## config.mk

```make
export PLATFORM = sky130hd
export DESIGN_NAME = clx_frac
export DESIGN_NICKNAME = d
export VERILOG_FILES = /design/src/clx_pkg.sv /design/src/clx_frac.sv
export SDC_FILE = /design/constraint.sdc
export NUM_CORES = 2
export LEC_CHECK = 0
export ABC_CLOCK_PERIOD_IN_PS = 7800
export BUFFER_PORTS_ARGS = -buffer_cell sky130_fd_sc_hd__buf_2
export CAP_MARGIN = 20
export CORE_UTILIZATION = 60
export CTS_CLUSTER_DIAMETER = 150
export CTS_CLUSTER_SIZE = 16
export DETAILED_ROUTE_END_ITERATION = 10
export GPL_TIMING_DRIVEN = 0
export PLACE_DENSITY = 0.79
export SKIP_LAST_GASP = 1
export SLEW_MARGIN = 20
export SYNTH_ARGS = -nofsm -noshare
export SYNTH_HDL_FRONTEND = slang
export SYNTH_SLANG_ARGS = --single-unit
export TNS_END_PERCENT = 1
```

## constraint.sdc

```tcl
create_clock -name clk_i -period 7.8 [get_ports clk_i]
set_input_delay 0.39 -clock clk_i [delete_from_list [all_inputs] [get_ports clk_i]]
set_output_delay 0.39 -clock clk_i [all_outputs]
set_load 0.1 [all_outputs]
```

## src/clx_pkg.sv

```systemverilog
`timescale 1ns / 1ps

package clx_pkg;

  // Default build values for the top-level parameters
  localparam int OFFSET_BITS_DEF     = 24;
  localparam int LINE_BITS_DEF       = 16;
  localparam int MAX_FRAC_DIGITS_DEF = 7;

  // Fixed widths of the token fields
  localparam int OFF_W  = 24;
  localparam int LEN_W  = 8;
  localparam int LINE_W = 16;
  localparam int INT_W  = 32;
  localparam int FRAC_W = 24;

  // Tokens one source byte can produce, and depth of the token queue
  localparam int RUN_MAX     = 3;
  localparam int QUEUE_DEPTH = 8;

  typedef enum logic [4:0] {
    K_INT      = 5'd0,
    K_FLOAT    = 5'd1,
    K_CHAR     = 5'd2,
    K_RETURN   = 5'd3,
    K_IF       = 5'd4,
    K_ELSE     = 5'd5,
    K_FOR      = 5'd6,
    K_WHILE    = 5'd7,
    K_IDENT    = 5'd8,
    K_INTNUM   = 5'd9,
    K_FLOATNUM = 5'd10,
    K_ASSIGN   = 5'd11,
    K_LT       = 5'd12,
    K_GT       = 5'd13,
    K_PLUS     = 5'd14,
    K_MINUS    = 5'd15,
    K_STAR     = 5'd16,
    K_SLASH    = 5'd17,
    K_LPAREN   = 5'd18,
    K_RPAREN   = 5'd19,
    K_LBRACE   = 5'd20,
    K_RBRACE   = 5'd21,
    K_SEMI     = 5'd22,
    K_COMMA    = 5'd23,
    K_EOF      = 5'd24,
    K_ERROR    = 5'd25
  } tok_kind_e;

  typedef enum logic [2:0] {
    M_IDLE    = 3'd0,
    M_NAME    = 3'd1,
    M_INT     = 3'd2,
    M_FRAC    = 3'd3,
    M_SLASH   = 3'd4,
    M_COMMENT = 3'd5
  } scan_mode_e;

  typedef struct packed {
    tok_kind_e           kind;
    logic [OFF_W-1:0]    start;
    logic [LEN_W-1:0]    len;
    logic [LINE_W-1:0]   line;
    logic [LINE_W-1:0]   col;
    logic [INT_W-1:0]    ival;
    logic [FRAC_W-1:0]   fval;
    logic                last;
  } tok_t;

  // All tokens caused by one source byte; a float can only sit in slot 0
  typedef struct packed {
    logic [1:0]               cnt;
    logic                     is_float;
    logic [FRAC_W-1:0]        fdig_val;
    logic [2:0]               fdig_n;
    tok_t [RUN_MAX-1:0]       tok;
  } run_t;

endpackage

```

## src/clx_frac.sv

```systemverilog
`timescale 1ns / 1ps

module clx_frac import clx_pkg::*; (
  input  logic clk_i,
  input  logic rst_ni,
  input  logic adv_i,
  input  run_t run_i,
  output run_t run_o
);

  localparam int M_W  = 45;
  localparam int LO_W = 23;
  localparam int HI_W = M_W - LO_W;
  localparam int R_W  = FRAC_W + 1;

  // floor(2^48 / 10^n); n = 0 means no digits and a zero fraction
  function automatic logic [M_W-1:0] recip(logic [2:0] n);
    logic [M_W-1:0] m;
    unique case (n)
      3'd1:    m = 45'd28147497671065;
      3'd2:    m = 45'd2814749767106;
      3'd3:    m = 45'd281474976710;
      3'd4:    m = 45'd28147497671;
      3'd5:    m = 45'd2814749767;
      3'd6:    m = 45'd281474976;
      3'd7:    m = 45'd28147497;
      default: m = '0;
    endcase
    return m;
  endfunction

  function automatic logic [FRAC_W-1:0] pow10(logic [2:0] n);
    logic [FRAC_W-1:0] p;
    unique case (n)
      3'd0: p = 24'd1;
      3'd1: p = 24'd10;
      3'd2: p = 24'd100;
      3'd3: p = 24'd1000;
      3'd4: p = 24'd10000;
      3'd5: p = 24'd100000;
      3'd6: p = 24'd1000000;
      3'd7: p = 24'd10000000;
      default: p = 24'd1;
    endcase
    return p;
  endfunction

  run_t                run1_q, run2_q, run3_q;
  logic [FRAC_W+LO_W-1:0] plo1_q;
  logic [FRAC_W+HI_W-1:0] phi1_q;
  logic [FRAC_W-1:0]   qe2_q, qe3_q;
  logic [R_W-1:0]      rp3_q;

  logic [M_W-1:0]      m1;
  logic [47:0]         sum2;
  logic [FRAC_W-1:0]   p3, p4;
  logic [R_W-1:0]      rem4;
  logic [FRAC_W-1:0]   q4;

  // Stage 1: partial products of the digits by the reciprocal
  assign m1 = recip(run_i.fdig_n);

  // Stage 2: combine partial products into the estimate
  assign sum2 = 48'({phi1_q, {LO_W{1'b0}}}) + 48'(plo1_q);

  // Stage 3: estimate times the divisor, low bits only
  assign p3 = pow10(run2_q.fdig_n);

  // Stage 4: correct the estimate by one where the remainder is too large
  assign p4   = pow10(run3_q.fdig_n);
  assign rem4 = {run3_q.fdig_val[0], {FRAC_W{1'b0}}} - rp3_q;
  assign q4   = (rem4 >= R_W'(p4)) ? qe3_q + FRAC_W'(1) : qe3_q;

  always_comb begin
    run_o = run3_q;
    if (run3_q.is_float) run_o.tok[0].fval = q4;
  end

  always_ff @(posedge clk_i or negedge rst_ni) begin
    if (!rst_ni) begin
      run1_q <= '0;
      run2_q <= '0;
      run3_q <= '0;
    end else if (adv_i) begin
      run1_q <= run_i;
      run2_q <= run1_q;
      run3_q <= run2_q;
    end
  end

  always_ff @(posedge clk_i) begin
    if (adv_i) begin
      plo1_q <= (FRAC_W+LO_W)'(run_i.fdig_val) * (FRAC_W+LO_W)'(m1[LO_W-1:0]);
      phi1_q <= (FRAC_W+HI_W)'(run_i.fdig_val) * (FRAC_W+HI_W)'(m1[M_W-1:LO_W]);
      qe2_q  <= sum2[47:24];
      qe3_q  <= qe2_q;
      rp3_q  <= R_W'(R_W'(qe2_q) * R_W'(p3));
    end
  end

  // The reciprocal estimate is never more than one below the quotient
  assert property (@(posedge clk_i) disable iff (!rst_ni)
    (run3_q.is_float && run3_q.cnt != 2'd0) |-> (rem4 < {p4, 1'b0}))
    else $error("fraction estimate out of correction range");

endmodule

```

Yosys cells after proc, flatten, opt, wreduce, memory -nomap -nowiden
Memories as Yosys holds them, arrays and structs flattened.
Cells that the tools add are included.
{"block": "op_classes", "n_addsub": 3, "n_mul": 3, "order_cmp": 1, "n_eq_ne": 7, "mux": 3}
{"op": "$pmux W45 S7", "count": 1}
{"op": "$add A48 B47 Y48", "count": 1}
{"op": "$mux W24", "count": 2}
{"op": "$mul A24 B23 Y47", "count": 1}
{"op": "$ge A25 B24 Y1", "count": 1}
{"op": "$mul A24 B22 Y25", "count": 1}
{"op": "$mul A24 B24 Y25", "count": 1}
{"op": "$sub A25 B25 Y25", "count": 1}
{"op": "$add A24 B1 Y24 const B", "count": 1}
{"op": "$eq A3 B3 Y1 const B", "count": 4}
{"op": "$eq A3 B2 Y1 const B", "count": 2}
{"op": "$eq A3 B1 Y1 const B", "count": 1}
{"block": "word_totals", "ff_bits": 1369, "romBits": 336, "input_bits": 411, "out_inout_bits": 408, "wordCells": 108, "n_memories": 2}
{"name": "(no name shown)", "depth": 8, "word_bits": 21, "rd": 1, "rd_ports_with_merged_regs": 0, "write_ports": 0, "line": "clx_frac.sv:34", "rtl": "unique case (n)"}
{"name": "(no name shown)", "depth": 8, "word_bits": 21, "rd": 1, "rd_ports_with_merged_regs": 0, "write_ports": 0, "line": "clx_frac.sv:34"}

Depth between registers and ports, before layout
{"block": "logic_depth", "ltp_word": 4, "mapped_depth": 35, "ltp_nobuf": 32}

Worst setup path after synthesis
OpenSTA, ideal clock, no wires.
{"block": "synth_path", "kind": "in2reg", "start": "in run_i[379] (netlist name)", "end": "reg plo1_q[43] (data pin)", "setup_ns": 0.258, "arrival_ns": 8.303, "t_required_ns": 7.542, "setup_slack_ns": -0.761, "stages": 33, "path_buffers": 4, "cell_sequence": "clkbuf_1 -> inv_1 -> clkbuf_1 -> ha_1 -> nor2_1 -> a21boi_0 -> and2_1 -> clkbuf_1 -> clkbuf_1 -> nand2_1 -> fa_1 -> fa_1 -> inv_1 -> fa_1 -> inv_1 -> fa_1 -> inv_1 -> fa_1 -> inv_1 -> fa_1 -> inv_1 -> fa_1 -> ha_1 -> o211ai_1 -> nor2_1 -> nand3_1 -> a211oi_1 -> o2111ai_1 -> a211oi_1 -> nor3_1 -> o31ai_1 -> a21oi_1 -> xnor2_1"}
{"block": "synth_between", "elab_chain_len": 3, "word_cells_on_any_way": 9, "cone_classes": "mul (1); eq/ne (7); mux (1)"}
{"item": "start, declared", "line": "clx_frac.sv:7", "rtl": "input run_t run_i,"}
{"item": "$eq A3 B3 Y1 (tied with other cells)", "line": "clx_frac.sv:19", "rtl": "unique case (n)"}
{"item": "$pmux W45 S7 (*)", "line": "clx_frac.sv:19"}
{"item": "$mul A24 B23 Y47 (*)", "line": "clx_frac.sv:93", "rtl": "plo1_q <= (FRAC_W+LO_W)'(run_i.fdig_val) * (FRAC_W+LO_W)'(m1[LO_W-1:0]);"}
{"item": "end signal, assigned", "line": "clx_frac.sv:93"}
{"item": "end, declared", "line": "clx_frac.sv:49", "rtl": "logic [FRAC_W+LO_W-1:0] plo1_q;"}
Mark *: on every way between the ends. The rest lies on a longest branch, timed or not.
A chain may end at the register's enable or synchronous reset.

Worst setup path in the final report
{"block": "layout_path", "start": "in run_i[389] (netlist name)", "end": "reg plo1_q[43] (data pin)"}
{"block": "layout_between", "elab_chain_len": 1}
{"item": "$mul A24 B23 Y47", "line": "clx_frac.sv:93"}
No other way between the ends.

==> results.ini <==
[cells_and_area]
multiInputGateArea_um2=47500
fillCellCount=10400
drive_gt1_share_pct=30.9
design_area_um2=104000
seqCellArea_um2=34300
area_growth_pct=16.0
fin_nets=10600

[yosys]
yosysSeqAreaShare_pct=38.2
synthFlopType=dfrtp_1
syn_avg_cell_area_um2=11.9
synth_top_area_share_pct=34.1
synth-edff-count=122
synth.distinct_cells=68
synth_area_um2=89800
synth_area_leaders=dfrtp_1, fa_1, mux2_2
yosysMostFrequentCell=dfrtp_1
ys_warn_count=0
synth.net_count=9262
synth-async-reset-ratio_pct=90.9
synth_cells=7541
synth_top_area_cell=dfrtp_1
ys_top_cells_by_count=dfrtp_1, mux2_2, inv_1, fa_1, nand2_1
synth_seq_cells=1346

[setup_path]
r2r_slack_ns=0.16
cp_data_required_time_ns=8.29
worstReg2RegStart=run2_q[378]
startpoint=run_i[389]
crit_type=primary input to register
crit_end=plo1_q[43]
r2r-end=rp3_q[24]
worst_setup_path_start_kind=primary input
critPathArrivalTime_ns=8.42
reg2reg_depth=21
path_max_fanout=10
critPathCaptureType=register

[place]
dp_hpwl_um=202000
routabilityCongestion=1.01
placed_area_um2=96700
io_buffer_count=814

[die]
core_area_um2=148000
ioPinCount=819
die_h_um=389
start_util_pct=60.6
fp-row-count=141
die_x_um=389
dieArea_um2=151000

[outcome]
violations=setup timing
status=complete, but fails checks

[drt]
drc=0
num_vias=61000
wirelength_um=268000
drt-pass1-iter-count=6
drtIter0Drc=4229
ant_nets=0
wl_per_cell_um=24.6
drt-vias-per-instance=5.61

[sta]
worst_pin_slew_ns=1.34
slew_headroom_pct=10.5
holdWs_ns=0.0561
finClkSkew_ns=0.0808
final_max_slew_viol_count=0
setup_violations=9
setup_slack_ns=-0.122
fin_crit_ns=7.92
rsz0062_at_grt=true
fin_crit_sh_pct=102
max_freq_mhz=126
hold_violations=0

[clock_tree]
clk_pin_slew_ns=0.07
cts_htree_levels=3
clk-insertion-delay-late_ns=0.76
cts_tree=built
cts_buffers=95
numClockSinks=1346
cts_buffer_depth=3
clockRootBuffer=clkbuf_16

[worst_hold_path]
min_path_type=primary input to register

[global_route]
grt_max_degree=147
grt_pass1_vias=65700
grt.overflow.total=0
antenna_found_initial=41
track_usage_pct=35.9
grt_first_pass_wirelength_um=404000

[power]
powerDensity_nw_per_um2=478
power_leakage_nw=49.6
ir_drop_mv=1.08

[run]
cap_violations=0

## where the power goes
part	switching, mW	internal [mW]	total (mW)
clock	2.47	2.25	4.72
combinational	21.0	13.6	34.6
sequential	0.933	9.54	10.5
total	24.4	25.4	49.8
## worst min-delay path by stage
stage	from	slack, ns	cells past startpoint	to
after global placement	run1_q[379]	0.47	2	run2_q[379]
after CTS	run_i[291]	0.003	2	run1_q[291]
after global routing	run_i[291]	0.02	2	run1_q[291]
after detailed placement	rst_ni	0.46	1	run2_q[233]
after floorplan	rst_ni	0.09	0	run1_q[0]
final	run_i[291]	0.06	2	run1_q[291]
## critical path, stage by stage
cell and delay, ns:
buf_2 0.19, clkbuf_1 0.71, clkbuf_1 0.90, nand2_1 0.19
fa_1 0.60, inv_1 0.07, fa_1 0.49, fa_1 0.59
fa_1 0.45, fa_1 0.49, fa_1 0.58, inv_1 0.07
fa_1 0.49, inv_1 0.05, ha_1 0.32, nand3_1 0.20
o21ai_4 0.41, o2111ai_4 0.20, a211oi_4 0.36, nor3_4 0.09
o31ai_2 0.31, a21oi_1 0.13, xnor2_1 0.14
## sequential cells by signal, summed over array words and instances (netlist names)
name	count
run2_q	408
rp3_q	25
plo1_q	24
run3_q	24
qe3_q	24
qe2_q	24
run_o	384
run1_q	408
phi1_q	25
## layout make-up
| cell class | instances | area share [%] |
|---|---|---|
| antenna | 46 | 0.110 |
| buffer | 703 | 4.12 |
| clock buffer | 110 | 2.36 |
| clock inverter | 10 | 0.211 |
| inverter | 1177 | 4.24 |
| multi-input combinational | 4310 | 45.6 |
| sequential | 1346 | 32.9 |
| tap | 1930 | 2.32 |
| timing repair buffer | 1239 | 8.15 |
## cells by family (layout without fill, tap and decap cells)
family | Yosys count | after routing | synth area share [%]
AOI/OAI and AO/OA | 272 | 273 | 1.89
xor gates and xnor gates | 192 | 192 | 1.87
adders and majority gates | 1310 | 1310 | 25.8
buffers and inverters | 1886 | 3239 | 9.50
DFF | 1346 | 1346 | 38.2
muxes | 1222 | 1222 | 15.3
other | 0 | 46 | 0
and+or+nand+nor | 1313 | 1313 | 7.48
## placed cells by master (no fill, tap or decap), types with 40 or more instances in the layout
cell / instances
and2_1: 361
nor2b_1: 54
dlygate4sd3_1: 378
clkbuf_1: 268
ha_1: 408
buf_4: 416
xnor2_1: 153
fa_1: 894
a21oi_1: 87
and3_1: 89
edfxtp_1: 122
nand2_1: 504
clkbuf_16: 98
o21ai_0: 52
clkbuf_2: 42
diode_2: 46
buf_2: 812
nand2b_1: 40
inv_1: 1173
nor2_1: 101
mux2_2: 1221
dfrtp_1: 1223
## metal layers
| layer | share of wire [%] | wire, µm | vias up | track usage, % |
|---|---|---|---|---|
| met3 | 7.7 | 20700 | 900 | 7.96 |
| met4 | 7.8 | 20800 | 10 | 22.5 |
| met2 | 47 | 126000 | 2556 | 57.8 |
| met5 | 0.026 | 71 | - | 0 |
| li1 | - | - | 26100 | - |
| met1 | 37 | 100000 | 31400 | 44.1 |
## per-stage QoR
| step | instances | utilization [%] | setup slack (ns) | TNS [ns] | power (mW) |
|---|---|---|---|---|---|
| 6_report | 10900 | 70.3 | -0.122 | -0.485 | 49.8 |
| 4_1_cts | 10800 | 69.9 | -0.0560 | -0.418 | 48.8 |
| 5_1_grt | 10900 | 70.3 | -0.223 | -2.45 | 53.9 |
| 3_3_place_gp | 10300 | 65.0 | -19.42 | - | 42.3 |
| 2_1_floorplan | 7541 | - | -0.0440 | -0.0857 | 34.8 |
| 3_5_place_dp | 10300 | 65.3 | -2.56 | -63.51 | 43.2 |
## timing repair
item / in CTS / in global routing
hold buffers: 378 / 0
pin swaps: 16 / 36
hold endpoints to repair: 511 / 0
setup buffers: 7 / 26
resized for setup: 109 / 102
endpoints found under the setup margin: 40 / 34
gates cloned: 0 / 2
No activity file was read; power rests on OpenSTA's default activity.
