$ cat src/clx_pkg.sv
`timescale 1ns / 1ps

package clx_pkg;

  // Default build values for the top-level parameters
  localparam int OFFSET_BITS_DEF     = 24;
  localparam int LINE_BITS_DEF       = 16;
  localparam int MAX_FRAC_DIGITS_DEF = 7;

  // Fixed widths of the token fields
  localparam int OFF_W  = 24;
  localparam int LEN_W  = 8;
  localparam int LINE_W = 16;
  localparam int INT_W  = 32;
  localparam int FRAC_W = 24;

  // Tokens one source byte can produce, and depth of the token queue
  localparam int RUN_MAX     = 3;
  localparam int QUEUE_DEPTH = 8;

  typedef enum logic [4:0] {
    K_INT      = 5'd0,
    K_FLOAT    = 5'd1,
    K_CHAR     = 5'd2,
    K_RETURN   = 5'd3,
    K_IF       = 5'd4,
    K_ELSE     = 5'd5,
    K_FOR      = 5'd6,
    K_WHILE    = 5'd7,
    K_IDENT    = 5'd8,
    K_INTNUM   = 5'd9,
    K_FLOATNUM = 5'd10,
    K_ASSIGN   = 5'd11,
    K_LT       = 5'd12,
    K_GT       = 5'd13,
    K_PLUS     = 5'd14,
    K_MINUS    = 5'd15,
    K_STAR     = 5'd16,
    K_SLASH    = 5'd17,
    K_LPAREN   = 5'd18,
    K_RPAREN   = 5'd19,
    K_LBRACE   = 5'd20,
    K_RBRACE   = 5'd21,
    K_SEMI     = 5'd22,
    K_COMMA    = 5'd23,
    K_EOF      = 5'd24,
    K_ERROR    = 5'd25
  } tok_kind_e;

  typedef enum logic [2:0] {
    M_IDLE    = 3'd0,
    M_NAME    = 3'd1,
    M_INT     = 3'd2,
    M_FRAC    = 3'd3,
    M_SLASH   = 3'd4,
    M_COMMENT = 3'd5
  } scan_mode_e;

  typedef struct packed {
    tok_kind_e           kind;
    logic [OFF_W-1:0]    start;
    logic [LEN_W-1:0]    len;
    logic [LINE_W-1:0]   line;
    logic [LINE_W-1:0]   col;
    logic [INT_W-1:0]    ival;
    logic [FRAC_W-1:0]   fval;
    logic                last;
  } tok_t;

  // All tokens caused by one source byte; a float can only sit in slot 0
  typedef struct packed {
    logic [1:0]               cnt;
    logic                     is_float;
    logic [FRAC_W-1:0]        fdig_val;
    logic [2:0]               fdig_n;
    tok_t [RUN_MAX-1:0]       tok;
  } run_t;

endpackage

$ cat src/clx_if.sv
`timescale 1ns / 1ps

// Source byte channel
interface clx_byte_if;
  logic       valid;
  logic       ready;
  logic [7:0] char_byte;
  logic       is_final;

  modport source (output valid, output char_byte, output is_final, input ready);
  modport sink   (input valid, input char_byte, input is_final, output ready);
endinterface


$ cat src/clx_scan.sv
`timescale 1ns / 1ps

module clx_scan import clx_pkg::*; #(
  parameter int OFFSET_BITS     = OFFSET_BITS_DEF,
  parameter int LINE_BITS       = LINE_BITS_DEF,
  parameter int MAX_FRAC_DIGITS = MAX_FRAC_DIGITS_DEF
) (
  input  logic        clk_i,
  input  logic        rst_ni,
  clx_byte_if.sink    byte_i,
  input  logic        adv_i,
  output run_t        run_o
);

  localparam logic [LINE_BITS-1:0] LINE_MAX = {LINE_BITS{1'b1}};

  localparam logic [7:0] CH_NUL   = 8'h00;
  localparam logic [7:0] CH_NL    = 8'h0A;
  localparam logic [7:0] CH_SPACE = 8'h20;
  localparam logic [7:0] CH_POINT = 8'h2E;
  localparam logic [7:0] CH_SLASH = 8'h2F;
  localparam logic [7:0] CH_ZERO  = 8'h30;
  localparam logic [7:0] CH_UNDER = 8'h5F;

  // Keyword spellings, first character in the low byte
  localparam logic [47:0] KW_INT    = 48'h0000_0074_6E69;
  localparam logic [47:0] KW_CHAR   = 48'h0000_7261_6863;
  localparam logic [47:0] KW_FLOAT  = 48'h0074_616F_6C66;
  localparam logic [47:0] KW_RETURN = 48'h6E72_7574_6572;
  localparam logic [47:0] KW_IF     = 48'h0000_0000_6669;
  localparam logic [47:0] KW_ELSE   = 48'h0000_6573_6C65;
  localparam logic [47:0] KW_FOR    = 48'h0000_0072_6F66;
  localparam logic [47:0] KW_WHILE  = 48'h0065_6C69_6877;

  function automatic logic is_letter(logic [7:0] ch);
    logic [7:0] lc;
    lc = ch | 8'h20;
    return (lc >= 8'h61) && (lc <= 8'h7A);
  endfunction

  function automatic logic [LINE_BITS-1:0] sat_inc(logic [LINE_BITS-1:0] v);
    return (v != LINE_MAX) ? v + LINE_BITS'(1) : v;
  endfunction

  // Kind of a pending name that the byte ch ends
  function automatic tok_kind_e name_kind(logic [7:0] ch, logic [7:0] len, logic [47:0] nm);
    tok_kind_e k;
    k = K_IDENT;
    if (ch == CH_SPACE || ch == CH_NL) begin
      if (len == 8'd3 && nm == KW_INT) k = K_INT;
      else if (len == 8'd4 && nm == KW_CHAR) k = K_CHAR;
      else if (len == 8'd5 && nm == KW_FLOAT) k = K_FLOAT;
    end
    if (k == K_IDENT && !is_letter(ch)) begin
      if (len == 8'd6 && nm == KW_RETURN) k = K_RETURN;
      else if (len == 8'd2 && nm == KW_IF) k = K_IF;
      else if (len == 8'd4 && nm == KW_ELSE) k = K_ELSE;
      else if (len == 8'd3 && nm == KW_FOR) k = K_FOR;
      else if (len == 8'd5 && nm == KW_WHILE) k = K_WHILE;
    end
    return k;
  endfunction

  function automatic tok_kind_e sym_kind(logic [7:0] ch);
    tok_kind_e k;
    unique case (ch)
      8'h3D:   k = K_ASSIGN;
      8'h3C:   k = K_LT;
      8'h3E:   k = K_GT;
      8'h2B:   k = K_PLUS;
      8'h2D:   k = K_MINUS;
      8'h2A:   k = K_STAR;
      8'h28:   k = K_LPAREN;
      8'h29:   k = K_RPAREN;
      8'h7B:   k = K_LBRACE;
      8'h7D:   k = K_RBRACE;
      8'h3B:   k = K_SEMI;
      8'h2C:   k = K_COMMA;
      default: k = K_ERROR;
    endcase
    return k;
  endfunction

  function automatic tok_t mk_tok(tok_kind_e kind, logic [OFFSET_BITS-1:0] start,
                                  logic [7:0] len, logic [LINE_BITS-1:0] ln,
                                  logic [LINE_BITS-1:0] cl, logic [31:0] iv);
    tok_t t;
    t.kind  = kind;
    t.start = OFF_W'(start);
    t.len   = len;
    t.line  = LINE_W'(ln);
    t.col   = LINE_W'(cl);
    t.ival  = iv;
    t.fval  = '0;
    t.last  = 1'b0;
    return t;
  endfunction

  // Input register
  logic       in_vld_q, in_vld_d;
  logic [7:0] in_byte_q, in_byte_d;
  logic       in_fin_q, in_fin_d;

  // Scanner state
  scan_mode_e             mode_q, mode_d;
  logic [OFFSET_BITS-1:0] start_q, start_d;
  logic [7:0]             len_q, len_d;
  logic [47:0]            name_q, name_d;
  logic [31:0]            int_q, int_d;
  logic [23:0]            frac_q, frac_d;
  logic [2:0]             fdig_q, fdig_d;
  logic [OFFSET_BITS-1:0] pos_q, pos_d;
  logic [LINE_BITS-1:0]   line_q, line_d;
  logic [LINE_BITS-1:0]   col_q, col_d;
  logic [LINE_BITS-1:0]   sline_q, sline_d;
  logic [LINE_BITS-1:0]   scol_q, scol_d;
  logic                   done_q, done_d;

  run_t run_q, run_d;

  logic [7:0]           c;
  logic                 letter, name_ch, digit, blank;
  logic [3:0]           dval;
  logic [LINE_BITS-1:0] col_nx;
  logic                 step;

  assign c       = in_byte_q;
  assign letter  = is_letter(c);
  assign name_ch = letter || (c == CH_UNDER);
  assign digit   = (c >= CH_ZERO) && (c <= 8'h39);
  assign blank   = (c == CH_SPACE) || ((c >= 8'h09) && (c <= 8'h0D));
  assign dval    = 4'(c - CH_ZERO);
  assign col_nx  = sat_inc(col_q);
  assign step    = in_vld_q && adv_i && !done_q;

  assign byte_i.ready = !in_vld_q || adv_i;
  assign run_o        = run_q;

  // Load the input register on a transaction, drop it when consumed
  always_comb begin
    in_vld_d  = in_vld_q;
    in_byte_d = in_byte_q;
    in_fin_d  = in_fin_q;
    if (byte_i.valid && byte_i.ready) begin
      in_vld_d  = 1'b1;
      in_byte_d = byte_i.char_byte;
      in_fin_d  = byte_i.is_final;
    end else if (adv_i) begin
      in_vld_d = 1'b0;
    end
  end

  // Scan one byte: pending token, new token, then flush and EOF at the end
  always_comb begin
    logic        again, a_v, m_v, e_v;
    tok_t        a_tok, m_tok, e_tok;
    tok_kind_e   nk;
    logic [35:0] iv_ext;
    logic [1:0]  idx;

    mode_d  = mode_q;
    start_d = start_q;
    len_d   = len_q;
    name_d  = name_q;
    int_d   = int_q;
    frac_d  = frac_q;
    fdig_d  = fdig_q;
    pos_d   = pos_q;
    line_d  = line_q;
    col_d   = col_q;
    sline_d = sline_q;
    scol_d  = scol_q;
    done_d  = done_q;
    run_d   = '0;
    again   = 1'b0;
    a_v     = 1'b0;
    m_v     = 1'b0;
    e_v     = 1'b0;
    a_tok   = '0;
    m_tok   = '0;
    e_tok   = '0;
    nk      = K_IDENT;
    iv_ext  = '0;
    idx     = 2'd0;

    if (step) begin
      if (c != CH_NUL) begin
        unique case (mode_q)
          M_NAME: begin
            nk = name_kind(c, len_q, name_q);
            if (nk != K_IDENT || !name_ch) begin
              a_v   = 1'b1;
              a_tok = mk_tok(nk, start_q, len_q, sline_q, scol_q, '0);
              again = 1'b1;
            end else begin
              if (len_q < 8'd6) name_d = name_q | (48'(c) << {len_q[2:0], 3'b000});
              len_d = (len_q != 8'hFF) ? len_q + 8'd1 : len_q;
            end
          end
          M_INT: begin
            if (digit) begin
              iv_ext = 36'(int_q) * 36'd10 + 36'(dval);
              int_d  = (iv_ext[35:32] != 4'd0) ? 32'hFFFF_FFFF : iv_ext[31:0];
              len_d  = (len_q != 8'hFF) ? len_q + 8'd1 : len_q;
            end else if (c == CH_POINT) begin
              mode_d = M_FRAC;
              len_d  = (len_q != 8'hFF) ? len_q + 8'd1 : len_q;
            end else begin
              a_v   = 1'b1;
              a_tok = mk_tok(K_INTNUM, start_q, len_q, sline_q, scol_q, int_q);
              again = 1'b1;
            end
          end
          M_FRAC: begin
            if (digit) begin
              if (fdig_q < 3'(MAX_FRAC_DIGITS)) begin
                frac_d = frac_q * 24'd10 + 24'(dval);
                fdig_d = fdig_q + 3'd1;
              end
              len_d = (len_q != 8'hFF) ? len_q + 8'd1 : len_q;
            end else begin
              a_v            = 1'b1;
              a_tok          = mk_tok(K_FLOATNUM, start_q, len_q, sline_q, scol_q, int_q);
              again          = 1'b1;
              run_d.is_float = 1'b1;
              run_d.fdig_val = frac_q;
              run_d.fdig_n   = fdig_q;
            end
          end
          M_SLASH: begin
            if (c == CH_SLASH) begin
              mode_d = M_COMMENT;
            end else begin
              a_v   = 1'b1;
              a_tok = mk_tok(K_SLASH, start_q, len_q, sline_q, scol_q, '0);
              again = 1'b1;
            end
          end
          M_COMMENT: begin
            if (c == CH_NL) mode_d = M_IDLE;
          end
          M_IDLE: again = 1'b1;
          default: mode_d = M_IDLE;
        endcase
        if (a_v) mode_d = M_IDLE;

        // Start a new token with this byte
        if (again && !blank) begin
          start_d = pos_q;
          sline_d = line_q;
          scol_d  = col_nx;
          len_d   = 8'd1;
          if (name_ch) begin
            mode_d = M_NAME;
            name_d = 48'(c);
          end else if (digit) begin
            mode_d = M_INT;
            int_d  = 32'(dval);
            frac_d = '0;
            fdig_d = '0;
          end else if (c == CH_SLASH) begin
            mode_d = M_SLASH;
          end else begin
            m_v   = 1'b1;
            m_tok = mk_tok(sym_kind(c), pos_q, 8'd1, line_q, col_nx, '0);
          end
        end

        // Advance position, line and column
        pos_d = pos_q + OFFSET_BITS'(1);
        if (c == CH_NL) begin
          line_d = sat_inc(line_q);
          col_d  = '0;
        end else begin
          col_d = col_nx;
        end
      end

      // End of stream: flush the open token, then EOF
      if (in_fin_q || c == CH_NUL) begin
        unique case (mode_d)
          M_NAME: begin
            m_v   = 1'b1;
            m_tok = mk_tok(name_kind(CH_NUL, len_d, name_d), start_d, len_d, sline_d,
                           scol_d, '0);
          end
          M_INT: begin
            m_v   = 1'b1;
            m_tok = mk_tok(K_INTNUM, start_d, len_d, sline_d, scol_d, int_d);
          end
          M_FRAC: begin
            m_v            = 1'b1;
            m_tok          = mk_tok(K_FLOATNUM, start_d, len_d, sline_d, scol_d, int_d);
            run_d.is_float = 1'b1;
            run_d.fdig_val = frac_d;
            run_d.fdig_n   = fdig_d;
          end
          M_SLASH: begin
            m_v   = 1'b1;
            m_tok = mk_tok(K_SLASH, start_d, len_d, sline_d, scol_d, '0);
          end
          default: ;
        endcase
        mode_d = M_IDLE;
        e_v    = 1'b1;
        e_tok  = mk_tok(K_EOF, pos_d, 8'd0, line_d, sat_inc(col_d), '0);
        done_d = 1'b1;
      end

      // Pack the tokens in order
      if (a_v) begin
        run_d.tok[idx] = a_tok;
        idx            = idx + 2'd1;
      end
      if (m_v) begin
        run_d.tok[idx] = m_tok;
        idx            = idx + 2'd1;
      end
      if (e_v) begin
        run_d.tok[idx] = e_tok;
        idx            = idx + 2'd1;
      end
      run_d.cnt = idx;
    end
  end

  always_ff @(posedge clk_i or negedge rst_ni) begin
    if (!rst_ni) begin
      in_vld_q  <= 1'b0;
      in_byte_q <= '0;
      in_fin_q  <= 1'b0;
      mode_q    <= M_IDLE;
      start_q   <= '0;
      len_q     <= '0;
      name_q    <= '0;
      int_q     <= '0;
      frac_q    <= '0;
      fdig_q    <= '0;
      pos_q     <= '0;
      line_q    <= LINE_BITS'(1);
      col_q     <= '0;
      sline_q   <= LINE_BITS'(1);
      scol_q    <= '0;
      done_q    <= 1'b0;
      run_q     <= '0;
    end else begin
      in_vld_q  <= in_vld_d;
      in_byte_q <= in_byte_d;
      in_fin_q  <= in_fin_d;
      mode_q    <= mode_d;
      start_q   <= start_d;
      len_q     <= len_d;
      name_q    <= name_d;
      int_q     <= int_d;
      frac_q    <= frac_d;
      fdig_q    <= fdig_d;
      pos_q     <= pos_d;
      line_q    <= line_d;
      col_q     <= col_d;
      sline_q   <= sline_d;
      scol_q    <= scol_d;
      done_q    <= done_d;
      if (adv_i) run_q <= run_d;
    end
  end

  // A float token only ever leads its run
  assert property (@(posedge clk_i) disable iff (!rst_ni)
    (run_q.is_float && run_q.cnt != 2'd0) |-> (run_q.tok[0].kind == K_FLOATNUM))
    else $error("float flag without a leading float token");

  // Once the stream has ended, no further tokens are produced
  assert property (@(posedge clk_i) disable iff (!rst_ni)
    (done_q && adv_i) |=> (run_q.cnt == 2'd0))
    else $error("tokens produced after end of stream");

endmodule

$ cat src/flat_wrapper.sv
// flat-port wrapper written by rule: the top's interface ports become plain ports
module clx_scan_flat import clx_pkg::*;
#(
  parameter int OFFSET_BITS     = OFFSET_BITS_DEF,
  parameter int LINE_BITS       = LINE_BITS_DEF,
  parameter int MAX_FRAC_DIGITS = MAX_FRAC_DIGITS_DEF
)
  (clk_i, rst_ni, adv_i, run_o, byte_i_valid, byte_i_char_byte, byte_i_is_final, byte_i_ready);
  clx_byte_if byte_i_i ();
  input  logic clk_i;
  input  logic rst_ni;
  input  logic adv_i;
  output run_t run_o;
  input wire logic [$bits(byte_i_i.valid)-1:0] byte_i_valid;
  input wire logic [$bits(byte_i_i.char_byte)-1:0] byte_i_char_byte;
  input wire logic [$bits(byte_i_i.is_final)-1:0] byte_i_is_final;
  output wire logic [$bits(byte_i_i.ready)-1:0] byte_i_ready;
  assign byte_i_i.valid = byte_i_valid;
  assign byte_i_i.char_byte = byte_i_char_byte;
  assign byte_i_i.is_final = byte_i_is_final;
  assign byte_i_ready = byte_i_i.ready;
  clx_scan #(.OFFSET_BITS(OFFSET_BITS), .LINE_BITS(LINE_BITS), .MAX_FRAC_DIGITS(MAX_FRAC_DIGITS)) u_core (.clk_i(clk_i), .rst_ni(rst_ni), .byte_i(byte_i_i), .adv_i(adv_i), .run_o(run_o));
endmodule
$ cat config.mk
export PLATFORM = sky130hd
export DESIGN_NAME = clx_scan_flat
export DESIGN_NICKNAME = d
export VERILOG_FILES = /design/src/clx_pkg.sv /design/src/clx_if.sv /design/src/clx_scan.sv /design/src/flat_wrapper.sv
export SDC_FILE = /design/constraint.sdc
export NUM_CORES = 2
export LEC_CHECK = 0
export BUFFER_PORTS_ARGS = -buffer_cell sky130_fd_sc_hd__clkbuf_2
export CAP_MARGIN = 20
export CORE_UTILIZATION = 45
export DETAILED_ROUTE_END_ITERATION = 10
export PLACE_DENSITY = 0.78
export SETUP_SLACK_MARGIN = 0.5
export SYNTH_ARGS = -nofsm -noshare
export SYNTH_HDL_FRONTEND = slang
export SYNTH_SLANG_ARGS = --single-unit
$ cat constraint.sdc
create_clock -name clk_i -period 5.08 [get_ports clk_i]
set_clock_uncertainty 0.2 [all_clocks]
set_input_delay 0.254 -clock clk_i [delete_from_list [all_inputs] [get_ports clk_i]]
set_output_delay 0.254 -clock clk_i [all_outputs]
set_load 0.02 [all_outputs]
After elaboration in Yosys (flattened, before gate mapping)
Index checks and enable logic that the tools add are counted.
- memories kept: 0
- ROM bits: 0
- output and inout port bits: 409
- bits in latches: 0
- flip-flop bits (word level): 649
- input port bits: 13
- memory bits (writable): 0
- logic and storage cells: 318
- add/sub/neg operators: 11
- muxes and demuxes: 150
- bitwise logic cells: 1
- $lt $le $gt $ge: 12
- $mul: 2
- eq/ne operators: 55
- reductions and logical operators: 42
- div/mod/pow operators: 0
- shift-type cells: 1
- operators by type and width (kind ; count):
    2-to-1 mux 126 bit ; 17
    2-to-1 mux 378 bit ; 3
    case mux 126 bit (4 select lines) ; 2
    bitwise mux 378 bit ; 2
    demux 126 bit (select 2 bit) ; 2
    2-to-1 mux 408 bit ; 1
    2-to-1 mux 48 bit ; 7
    2-to-1 mux 125 bit ; 2
    2-to-1 mux 24 bit ; 10
    2-to-1 mux 32 bit ; 7
    2-to-1 mux 16 bit ; 12
    == test 48 x 23 -> 1 bit, second input constant ; 3
    == test 48 x 31 -> 1 bit, second input constant ; 3
    == test 48 x 39 -> 1 bit, second input constant ; 3
    2-to-1 mux 28 bit ; 5
    == test 8 x 6 -> 1 bit, second input constant ; 13
    == test 48 x 15 -> 1 bit, second input constant ; 2
    == test 48 x 47 -> 1 bit, second input constant ; 2
    2-to-1 mux 5 bit ; 19
    2-to-1 mux 8 bit ; 8
    case mux 5 bit (12 select lines) ; 1
    2-to-1 mux 3 bit ; 19
    adder 16 x 1 -> 16 bit, second input constant ; 3
    == test 8 x 3 -> 1 bit, second input constant ; 6
    49 further kinds ; 122

Longest topological paths before layout
- depth after elaboration: 45
- mapped depth: 22
- mapped depth without buffers: 20

Least setup slack after synthesis
Ideal clock, no wire load.
- path type: reg2reg
- start: register u_core.name_q[8]
- end: register u_core.run_q (netlist bit u_core.run_o[52])
- data required time: 4.797 ns
- data arrival time: 4.854 ns
- setup time: 0.083 ns
- path buffers: 4
- period minus slack after synthesis: 5.137 ns
- setup slack: -0.057 ns
- stages on the path, launching flop included: 19
- cells stage by stage: dfrtp_1 clkbuf_1 or3b_2 nor4_1 nand4_1 a2bb2o_1 nor3_1 o211ai_1 and2_1 clkbuf_1 inv_1 clkbuf_1 ha_1 nand2_1 nand2_1 o41ai_1 clkbuf_1 a22oi_1 o21ai_0
- longest elaborated chain between the ends: 45
- elaborated cells between the ends (all ways): 93
- classes of those cells: add/sub: 1; order compare: 4; eq/ne: 14; mux: 60; reduce/logical: 14
- ends and longest elaborated chain (item ; line ; source):
    start: declaration ; clx_scan.sv:108 ; logic [47:0] name_q, name_d;
    start signal: assignment ; clx_scan.sv:353 ; name_q <= name_d;
    == test 48 x 39 -> 1 bit ; clx_scan.sv:52 ; else if (len == 8'd5 && nm == KW_FLOAT) k = K_FLOAT;
    logical AND 1 bit ; clx_scan.sv:52 ;
    2-to-1 mux 4 bit ; clx_scan.sv:52 ;
    2-to-1 mux 5 bit ; clx_scan.sv:51 ; else if (len == 8'd4 && nm == KW_CHAR) k = K_CHAR;
    2-to-1 mux 5 bit ; clx_scan.sv:50 ; if (len == 8'd3 && nm == KW_INT) k = K_INT;
    2-to-1 mux 5 bit ; clx_scan.sv:49 ; if (ch == CH_SPACE || ch == CH_NL) begin
    2-to-1 mux 5 bit ; clx_scan.sv:188 ; unique case (mode_q)
    2-to-1 mux 5 bit ; clx_scan.sv:187 ; if (c != CH_NUL) begin
    (+29 left out) ; -- ;
    2-to-1 mux 2 bit ; clx_scan.sv:186 ; if (step) begin
    < comparator 2 x 3 -> 1 bit (implied by the code) or >= comparator 2 x 1 -> 1 bit (tied branches) ; clx_scan.sv:320 ; run_d.tok[idx] = e_tok;
    logical AND 1 bit (implied by the code) ; clx_scan.sv:320 ;
    2-to-1 mux 126 bit (implied by the code) ; clx_scan.sv:320 ;
    demux 126 bit (select 2 bit) ; -- ;
    bitwise mux 378 bit ; clx_scan.sv:320 ;
    2-to-1 mux 378 bit (*) ; clx_scan.sv:319 ; if (e_v) begin
    2-to-1 mux 408 bit (*) ; clx_scan.sv:186 ;
    end signal: assignment ; clx_scan.sv:363 ; if (adv_i) run_q <= run_d;
    end: declaration ; clx_scan.sv:119 ; run_t run_q, run_d;
Every way passes the cells marked *; elsewhere a longest branch is shown, timed or not. The select of a mux whose other input is x is not followed.
A chain may end at the register's enable or synchronous reset.

Final worst setup path
- start: register u_core.int_q[13]
- end: register u_core.int_q[16]
- longest elaborated chain between the ends: 10
- ends and longest elaborated chain (item ; line ; source):
    start: declaration ; clx_scan.sv:109 ; logic [31:0] int_q, int_d;
    start signal: assignment ; clx_scan.sv:354 ; int_q <= int_d;
    multiplier 32 x 3 -> 35 bit (*) ; clx_scan.sv:202 ; iv_ext = 36'(int_q) * 36'd10 + 36'(dval);
    adder 36 x 4 -> 36 bit (*) ; clx_scan.sv:202 ;
    nonzero test 4 bit ; clx_scan.sv:203 ; int_d = (iv_ext[35:32] != 4'd0) ? 32'hFFFF_FFFF : iv_ext[31:0];
    2-to-1 mux 32 bit (*) ; clx_scan.sv:203 ;
    2-to-1 mux 32 bit (*) ; clx_scan.sv:201 ; if (digit) begin
    2-to-1 mux 32 bit (*) ; clx_scan.sv:188 ;
    2-to-1 mux 32 bit ; clx_scan.sv:256 ; end else if (digit) begin
    2-to-1 mux 32 bit ; clx_scan.sv:253 ; if (name_ch) begin
    2-to-1 mux 32 bit (*) ; clx_scan.sv:248 ; if (again && !blank) begin
    2-to-1 mux 32 bit (*) ; clx_scan.sv:187 ;
Every way passes the cells marked *; elsewhere a longest branch is shown, timed or not.

==> qor.yml <==
sta:
  fin_crit_ns: 4.79
  slew_violations: 0
  finalCritPeriodShare_pct: 94.3
  rsz0062_at_grt: "true"
  fin_ws_ns: 0.292
  setup_viol_count_final: 0
  finalHoldViolations: 0
  fmax_mhz: 209
  tightest_slew_ns: 1.17
  slew_headroom_pct: 21.7
floorplanning:
  std_cell_rows: 98
  die_h_um: 272
  dieArea_um2: 73800
  io_pins: 422
  die_w_um: 272
  start_util_pct: 45.6
  core-area_um2: 71700
finish:
  layout.nets: 4202
  drive_gt1_share_pct: 29.1
  diodes: 0
  fin_util_pct: 58.2
  area_growth_pct: 27.4
  final_area_um2: 41700
clock_network:
  clockBufferDepth: 3
  cts.htree.levels: 2
  clk_pin_slew_ns: 0.06
  cts_tree: "done"
  clock_latency_ns: 0.66
  clock_sinks: 530
  clockRootBuffer: "clkbuf_16"
  cts-buffers-inserted: 56
routing:
  wire_per_inst_um: 24.0
  drc_errors: 0
  drt-initial-drc-count: 3418
  routed_wirelength_um: 122000
  dr_total_vias: 31721
  antenna_left: 0
  dr.pass1.iters: 9
  drt-vias-per-instance: 6.27
global_route:
  overflow: 0
  grt_pass1_vias: 30096
  grt_first_pass_wirelength_um: 180000
  antenna_found_initial: 1
  grt_max_degree: 131
  grt_use_total_pct: 31.0
synthesis:
  synth.avg_cell_area_um2: 9.14
  synth_top_family_by_area: "compound AO/OA/AOI/OAI gates"
  yosysTopAreaCell: "dfrtp_1"
  synthCells: 3583
  syn-cell-area_um2: 32700
  synthXorXnorAreaFrac_pct: 4.31
  ys_ff_latch: 530
  synth_area_leaders: "dfrtp_1 40%, ha_1 4.4%, nand2_1 4.1%"
  synth_edf_count: 0
  synth_mux_area_share_pct: 2.33
  synth.top_cell.area_share_pct: 40.4
  synth_simple_gate_area_share_pct: 18.5
  synth_common_cells: "528 x dfrtp_1, 357 x nand2_1, 255 x nor2_1, 230 x clkbuf_1, 208 x o21ai_0"
  synth_cell_types: 106
  asyncSetResetFlopFracSynth_pct: 100
  yosys.cell_count.top_type: "dfrtp_1"
  yosys_warnings: 0
  synth-main-ff-cell: "dfrtp_1"
  synth_compound_area_share_pct: 23.1
  seq_area_frac_synth_pct: 40.5
  synthAdderAreaFrac_pct: 4.71
placement:
  port-buffer-count: 303
  placedInstanceArea_um2: 36100
  dp_hpwl_um: 82600
  place.gp.congestion: 1.04
  dp_slack_ns: -0.101
setup_path:
  critical_path_class: "flip-flop to flip-flop"
  cpMaxStageDelayCell: "dfrtp_1"
  path_cells: "ha_1 > ha_1 > a21o_1 > a21oi_1 > inv_1 > o31ai_4 > a31oi_4 > a21o_1 > a31oi_2 > o311ai_4 > nor4_4 > mux2i_4 > buf_12 > buf_12 > buf_8 > buf_4 > nand2_1 > a22o_1"
  end_kind: "flip-flop"
  start_kind: "flip-flop"
  critPathMaxFanout: 9
  max_stage_delay_ns: 0.45
  crit_arrival_ns: 5.13
  crit_required_ns: 5.42
run:
  drv_cap: 0
pwr:
  leakage_nw: 19.0
  fin_total_pwr_mw: 14.0
  peakVddDrop_uv: 271
  pwr_density_cell_nw_per_um2: 336
hold_path:
  hold_path_class: "input pin to async pin"
status:
  run_status: "finished, final reports clean"
==> state kept, by name (all words and copies together) (netlist names) <==
signal	cells
u_core.sline_q	16
u_core.scol_q	16
u_core.c	8
u_core.col_q	16
u_core.mode_q	3
u_core.fdig_q	3
u_core.done_q	1
u_core.len_q	8
u_core.int_q	32
u_core.pos_q	24
u_core.in_fin_q	1
u_core.run_o	289
u_core.in_vld_q	1
u_core.start_q	24
u_core.line_q	16
u_core.name_q	48
u_core.frac_q	24
==> cells in the final DEF, fill, tap and decap left out, drive strengths merged, types with 61 or more instances in the layout <==
master	n
nor2	257
clkbuf	384
dfrtp	528
nand2	358
a21oi	161
buf	370
o2bb2ai	85
ha	116
o21ai	221
a22oi	99
inv	61
nor3	86
xor2	67
conb	118
nand3	95
xnor2	94
==> final cells by class <==
| cell class | instances | area (um2) |
|---|---|---|
| clock inverters | 27 | 364 |
| well taps | 950 | 1190 |
| flip-flops and latches | 530 | 13300 |
| repair buffers | 692 | 5280 |
| clock buffers | 73 | 1600 |
| inverters | 60 | 233 |
| multi-input cells | 2729 | 19800 |
| fillers | 5999 | 30000 |
==> critical path, delay by kind of cell (launching register included) <==
kind / cells / cell delay, ns
muxes: 1 / 0.31
DFF: 1 / 0.45
adders and majority gates: 2 / 0.73
buffers and inverters: 5 / 0.67
and+or+nand+nor: 2 / 0.42
AOI/OAI and AO/OA: 8 / 1.89
==> where the power goes <==
group          leakage [nW]  switching, mW  total (mW)  internal [mW]
logic                  10.8           3.13        4.91           1.78
clock network         0.941           1.90        4.39           2.49
registers              7.29          0.297        4.73           4.43
total                  19.0           5.33        14.0           8.70
==> path summary, 6_finish.rpt <==
path	start	end	slack (ns)	cells past startpoint
min reg2reg	u_core.run_o[321]	u_core.run_o[321]	0.29	1
max	u_core.int_q[13]	u_core.int_q[16]	0.29	18
min	rst_ni	u_core.run_o[155]	0.09	2
min in group clk_i	adv_i	u_core.run_o[178]	0.15	3
max in group asynchronous	rst_ni	u_core.name_q[10]	3.31	3
max reg2reg	u_core.int_q[13]	u_core.int_q[16]	0.29	18
==> kinds of logic (layout without fill, tap and decap cells) <==
family,after synthesis,after routing
and+or+nand+nor,1202,1203
AOI/OAI and AO/OA,1057,1057
DFF,530,530
buffers and inverters,442,852
xor gates and xnor gates,161,161
adders and majority gates,121,121
muxes,69,69
other,1,118
==> what timing repair did <==
| action | CTS | global route |
|---|---|---|
| pin swaps | 64 | 111 |
| endpoints found under the setup margin | 224 | 253 |
| endpoints found under the hold margin | 115 | 0 |
| hold buffers | 11 | 0 |
| cloned | 8 | 9 |
| gates resized for setup | 201 | 273 |
| buffers inserted | 47 | 71 |
==> through the flow <==
stage / hold WS, ns / setup TNS, ns / std cells
2_1_floorplan: -0.242 / 0 / 3700
3_3_place_gp: 0.203 / -0.146 / 4815
3_5_place_dp: 0.206 / -0.204 / 4815
4_1_cts: 0.114 / 0 / 4981
5_1_grt: 0.174 / 0 / 5061
6_report: 0.0919 / 0 / 5061
==> layer usage <==
metal | vias to the layer above | wire, um | track usage, %
li1 | 14003 | - | -
met1 | 15582 | 47700 | 41.4
met2 | 1770 | 55100 | 48.5
met3 | 364 | 12300 | 6.68
met4 | 2 | 6490 | 13.3
met5 | - | 13 | 0
(Power assumes the default switching activity.)
